File: src/rtl/first_fit_waitlist_queue_macros.svh
// assertion helpers for the waitlist queue
`ifndef FIRST_FIT_WAITLIST_QUEUE_MACROS_SVH
`define FIRST_FIT_WAITLIST_QUEUE_MACROS_SVH

// same-cycle implication, off while in reset
`define FFWQ_ASSERT_IMPLY(label, clk, rst, ante, cons) \
   label: assert property (@(posedge clk) disable iff (rst) (ante) |-> (cons)) \
      else $error("ffwq assertion failed");

// next-cycle implication, off while in reset
`define FFWQ_ASSERT_NEXT(label, clk, rst, ante, cons) \
   label: assert property (@(posedge clk) disable iff (rst) (ante) |=> (cons)) \
      else $error("ffwq assertion failed");

`endif

File: src/rtl/ffwq_pkg.sv
`default_nettype none

package ffwq_pkg;

   typedef struct packed {
      logic [63:0] word0;
      logic [63:0] word1;
      logic [31:0] word2;
      logic [7:0]  size;
   } entry_type;

   typedef struct packed {
      logic shift;
      logic wrap;
      logic load;
   } cell_ctl_type;

   typedef enum logic [1:0] {
      OP_ADD    = 2'd0,
      OP_REMOVE = 2'd1,
      OP_LIST   = 2'd2,
      OP_SEARCH = 2'd3
   } op_type;

   typedef enum logic [2:0] {
      STAT_ADDED   = 3'd0,
      STAT_DUP     = 3'd1,
      STAT_FULL    = 3'd2,
      STAT_ENTRY   = 3'd3,
      STAT_REMOVED = 3'd4,
      STAT_NONE    = 3'd5
   } status_type;

   typedef enum logic [1:0] {
      ST_IDLE   = 2'd0,
      ST_SCAN   = 2'd1,
      ST_FINISH = 2'd2
   } state_type;

endpackage

`default_nettype wire

File: src/rtl/ffwq_cell.sv
`default_nettype none

module ffwq_cell (
   input  wire logic                 clock,
   input  wire ffwq_pkg::cell_ctl_type ctl,
   input  wire ffwq_pkg::entry_type  next_entry,
   input  wire ffwq_pkg::entry_type  head_entry,
   input  wire ffwq_pkg::entry_type  load_entry,
   output ffwq_pkg::entry_type       entry_q
);
   import ffwq_pkg::*;

   entry_type entry_ff;
   entry_type entry_in;

   always_comb begin
      entry_in = entry_ff;
      if (ctl.load) begin
         entry_in = load_entry;
      end else if (ctl.shift) begin
         // the tail of the occupied run takes the head back during a rotation
         entry_in = ctl.wrap ? head_entry : next_entry;
      end
   end

   always_ff @(posedge clock) begin
      entry_ff <= entry_in;
   end

   assign entry_q = entry_ff;

endmodule

`default_nettype wire

File: config.mk
export PLATFORM = sky130hd
export DESIGN_NAME = ffwq_cell
export DESIGN_NICKNAME = d
export VERILOG_FILES = /design/src/rtl/first_fit_waitlist_queue_macros.svh /design/src/rtl/ffwq_pkg.sv /design/src/rtl/ffwq_cell.sv
export SDC_FILE = /design/constraint.sdc
export NUM_CORES = 1
export LEC_CHECK = 0
export BUFFER_PORTS_ARGS = -buffer_cell sky130_fd_sc_hd__buf_4
export CAP_MARGIN = 20
export CELL_PAD_IN_SITES_DETAIL_PLACEMENT = 0
export CELL_PAD_IN_SITES_GLOBAL_PLACEMENT = 1
export CORE_AREA = 2 2 263 265
export DETAILED_ROUTE_END_ITERATION = 10
export DIE_AREA = 0 0 265 267
export GPL_TIMING_DRIVEN = 1
export PLACE_DENSITY = 0.41
export SETUP_SLACK_MARGIN = 0.1
export SYNTH_ARGS = -nofsm -noshare
export SYNTH_HDL_FRONTEND = slang
export SYNTH_SLANG_ARGS = --single-unit
File: constraint.sdc
create_clock -name clock -period 10.2 [get_ports clock]
set_input_delay 2.04 -clock clock [delete_from_list [all_inputs] [get_ports clock]]
set_output_delay 2.04 -clock clock [all_outputs]
set_load 0.01 [all_outputs]
==> results of run 1 <==
[cells by family (layout without fill, tap and decap cells)]
group,count (synthesis),in the layout,synth area share
other cells,0,3,0
compound gates,168,168,0.0979
simple gates,169,169,0.0741
mux,168,168,0.196
flops,168,168,0.587
buf+inv,56,714,0.0451
[synthesized netlist by cell type, drive strengths merged]
| cell | instances | area share |
|---|---|---|
| or2 | 1 | 0.00073 |
| mux2i | 168 | 0.20 |
| o21ai | 168 | 0.098 |
| clkbuf | 31 | 0.014 |
| buf | 25 | 0.032 |
| edfxtp | 168 | 0.59 |
| nand2 | 168 | 0.073 |
[area by class of cell]
type,count,area share
Antenna cell,3,0.000499
Clock buffer,18,0.0285
Clock inverter,14,0.0107
Multi-Input combinational cell,505,0.210
Sequential cell,168,0.335
Tap cell,882,0.0733
Timing Repair Buffer,682,0.342
[per-layer routing]
layer,up-vias,GRT usage
met1,3635,0.103
li1,3964,-
met4,8,0.0359
met2,359,0.217
met3,37,0.0495
met5,-,0
[critical path, stage by stage]
cell,delay [ns]
buf_8,0.34
or2_4,0.21
buf_4,0.70
buf_4,0.74
[power by group]
part | leakage [nW] | switching, W | internal (W) | total (W)
Combinational | 4.88 | 0.000217 | 0.000270 | 0.000487
Clock | 0.286 | 0.000320 | 0.000367 | 0.000687
Sequential | 1.73 | 0.0000250 | 0.000855 | 0.000880
Total | 6.90 | 0.000562 | 0.00149 | 0.00205
[stage by stage]
| step | total power, W | cells |
|---|---|---|
| floorplan | 0.00106 | 729 |
| global placement | 0.00140 | 2237 |
| detailed placement | 0.00140 | 2237 |
| CTS | 0.00211 | 2269 |
| global route | 0.00217 | 2269 |
| finish | 0.00205 | 2272 |
[worst max path at each step]
stage	to	startpoint	cells past startpoint	slack, ns
global placement	entry_q[33]$_DFFE_PP_	ctl[0]	4	5.49
global route	entry_q[158]$_DFFE_PP_	ctl[0]	4	5.90
detailed placement	entry_q[32]$_DFFE_PP_	ctl[0]	4	5.51
finish	entry_q[19]$_DFFE_PP_	ctl[0]	4	6.10
floorplan	entry_q[0]$_DFFE_PP_	ctl[0]	2	5.49
CTS	entry_q[45]$_DFFE_PP_	ctl[0]	4	6.04
==> results.yml, run 1 <==
finish:
  seq_area_sq_um: 5040
  final_util: 0.221
  layout.nets: 1882
  largest_reg_flops: 168
  multi_input_area_sq_um: 3160
  final_area_sq_um: 15100
  final_cell_mix: "679 x buf_4, 168 x mux2i_1, 168 x nand2_1, 168 x edfxtp_1, 120 x o21ai_1"
  n_fill_cell: 7475
  drive_gt1_frac: 0.514
  layout_commonest_cell: "buf_4"
  area_growth_pct: 75.2
clocking:
  clock_path_buffers: 2
  ctsHoldBuffers: 0
  cts-resized-gates: 0
  h-tree-depth: 4
  clk_pin_slew_ns: 0.07
  tritoncts: "yes"
  post_cts_buffers: 0
  cts_sinks: 168
  ctsRootBufferMaster: "clkbuf_16"
  cts_buffers: 17
routing:
  drc_errors: 0
  finalWirelength_mm: 41.0
  drt_pass1_iterations: 4
  viasPerCell: 3.52
  wl_met3_mm: 3.90
  dr_wl_met2_mm: 22.8
  ant_nets: 0
  dr_total_vias: 8003
  wire_per_inst_um: 18.1
  highest_layer: "met5"
  drt-met1-wl_mm: 13.5
  drt_iter0_markers: 288
worst_setup_path:
  startpoint_type: "input pin"
  end_kind: "register"
  critPathRequiredTime_ns: 10.30
  worstPathMaxFanout: 95
  crit_type: "in2reg"
  cp_data_arrival_time_ns: 4.20
timing:
  slew_violations: 0
  maxSlewHeadroom: 0.325
  period_minus_slack_ns: 4.10
  grt_setup_unrepaired: "no"
  setup_viol: 0
  fin_ws_ns: 6.10
  fin_hold_ws_ns: 1.84
  fin_crit_sh: 0.402
  worstMarginPinSlew_ns: 1.01
  max_clock_freq_mhz: 244
  finalHoldViolations: 0
  fin_setup_tns_ns: 0
yosys:
  syn_area_sq_um: 8590
  seq_area_frac_synth: 0.587
  synth_warnings: 0
  synthDistinctLibCells: 12
  synth-seq-cells: 168
  syn_area_per_cell_sq_um: 11.8
  synthCells: 729
  syn-num-nets: 1237
worst_hold_path:
  hold_path_class: "in2reg"
  hold_depth: 3
  hp-start: "load_entry[10]"
  min_to: "entry_q[10]$_DFFE_PP_"
place:
  portBuffers: 675
  dp_hpwl_mm: 32.8
  place_ws_ns: 5.51
  place_area_sq_um: 14500
  gp_congestion: 0.772
floorplanning:
  die_w_um: 265
  ios: 676
  row_count: 96
  die_y_um: 267
  start_util: 0.126
  core_area_sq_um: 68000
  dieArea_sq_um: 70800
grt:
  grt_pass1_wl_mm: 56.1
  grt_max_degree: 96
  grt_pass1_vias: 8380
  grt_antenna_before_repair: 6
  overflow: 0
  grt_usage: 0.112
pwr:
  p_leak_nw: 6.90
  powerDensity_nw_per_um2: 136
  ir_worst_vdd_uv: 85.0
run_status:
  outcome: "complete, no violations"
run:
  maxCapViolations: 0
(Power assumes the default switching activity.)
==> run 2: changes to the inputs <==
- CORE_AREA: 2 2 263 265 -> 2 2 261 263
- DIE_AREA: 0 0 265 267 -> 0 0 263 265
- clock period: 10.2 -> 3.8 ns (I/O delays scaled with it)
==> results.yml, run 2 (synthesized netlist as in run 1, its figures left out) <==
clocking:
  ctsHoldBuffers: 0
  post_cts_buffers: 0
  tritoncts: "yes"
  cts_sinks: 168
  clk_pin_slew_ns: 0.07
  cts_buffers: 17
  h-tree-depth: 4
  ctsRootBufferMaster: "clkbuf_16"
  clock_path_buffers: 2
  cts-resized-gates: 0
routing:
  dr_wl_met2_mm: 22.3
  highest_layer: "met4"
  ant_nets: 0
  wire_per_inst_um: 18.4
  drt_iter0_markers: 333
  dr_total_vias: 8065
  wl_met3_mm: 3.65
  drt-met1-wl_mm: 15.1
  drc_errors: 0
  drt_pass1_iterations: 4
  finalWirelength_mm: 41.8
  viasPerCell: 3.56
finish:
  n_fill_cell: 7352
  layout_commonest_cell: "buf_4"
  layout.nets: 1887
  largest_reg_flops: 168
  fin_cells: 2265
  multi_input_area_sq_um: 3160
  area_growth_pct: 76.3
  drive_gt1_frac: 0.515
  final_cell_mix: "678 x buf_4, 168 x mux2i_1, 168 x nand2_1, 168 x edfxtp_1, 120 x o21ai_1"
  seq_area_sq_um: 5040
pwr:
  p_leak_nw: 6.94
  ir_worst_vdd_uv: 275
  powerDensity_nw_per_um2: 366
place:
  dp_cells: 2233
  portBuffers: 675
  dp_hpwl_mm: 32.7
  gp_congestion: 0.798
floorplanning:
  die_y_um: 265
  start_util: 0.129
  die_w_um: 263
  ios: 676
  row_count: 95
  dieArea_sq_um: 69700
  core_area_sq_um: 66800
grt:
  grt_usage: 0.117
  overflow: 0
  grt_max_degree: 175
  grt_pass1_wl_mm: 58.5
  grt_pass1_vias: 8510
  grt_antenna_before_repair: 3
timing:
  fin_setup_tns_ns: 0
  finalHoldViolations: 0
  grt_setup_unrepaired: "no"
  slew_violations: 0
  fin_crit_sh: 0.510
  maxSlewHeadroom: 0.368
  max_clock_freq_mhz: 516
  worstMarginPinSlew_ns: 0.949
  setup_viol: 0
  period_minus_slack_ns: 1.94
worst_setup_path:
  cpMaxStageDelayCell: "buf_8"
  worst-path-buf-inv: 2
  startpoint_type: "input pin"
  crit_type: "in2reg"
  cp_data_arrival_time_ns: 2.14
  critPathMaxStageDelay_ns: 0.54
  path_delay_family: "buffers and inverters"
  worstPathMaxFanout: 70
  crit_path_cell_trace: "buf_8 -> buf_12 -> mux2i_1 -> o21ai_1"
  end_kind: "register"
  critPathRequiredTime_ns: 4.00
worst_hold_path:
  hold_path_class: "in2reg"
run:
  maxCapViolations: 0
run_status:
  outcome: "complete, no violations"
run 2: changes by cell type in the layout (fill, tap and decap cells not counted):
cell | before | now
inv_6 | 6 | 1
clkinv_4 | 3 | 1
buf_12 | 1 | 7
clkinv_1 | 1 | 2
buf_4 | 679 | 678
clkinv_2 | 0 | 2
bufinv_16 | 2 | 3
inv_8 | 1 | 0
diode_2 | 3 | 1
clkinvlp_4 | 1 | 4
run 2: area by class of cell:
type / count / area share
clock inverter: 13 / 0.0102
multi-input combinational: 505 / 0.209
clock buffer: 18 / 0.0283
antenna: 1 / 0.000165
tap: 873 / 0.0721
sequential: 168 / 0.333
timing repair buffer: 687 / 0.347
run 2: final timing paths:
check	from	end	slack [ns]	depth (start not counted)
setup / recovery	ctl[1]	entry_q[66]$_DFFE_PP_	1.86	4
hold / removal	load_entry[39]	entry_q[39]$_DFFE_PP_	0.56	3
run 2: routing by layer:
metal,track usage,vias up
met1,0.119,3699
li1,-,3963
met5,0,-
met4,0.0385,0
met3,0.0499,28
met2,0.215,375
run 2: power by group:
group / internal [W] / total (W) / leakage, nW / switching (W)
sequential: 0.00229 / 0.00236 / 1.73 / 0.0000649
clock: 0.00103 / 0.00187 / 0.273 / 0.000848
combinational: 0.000735 / 0.00131 / 4.94 / 0.000577
run 2: through the flow:
| stage | power, W | setup WS, ns | util | instance area (sq um) | hold WS, ns |
|---|---|---|---|---|---|
| final | 0.00555 | 1.86 | 0.227 | 15100 | 0.563 |
| after global routing | 0.00587 | 1.81 | 0.227 | 15100 | 0.520 |
| after CTS | 0.00573 | 1.80 | 0.227 | 15100 | 0.492 |
| after detailed placement | 0.00376 | 1.31 | 0.218 | 14600 | 1.04 |
| after global placement | 0.00376 | 1.38 | 0.218 | 14600 | 1.04 |
| after floorplan | 0.00285 | 0.367 | - | 8590 | 0.951 |
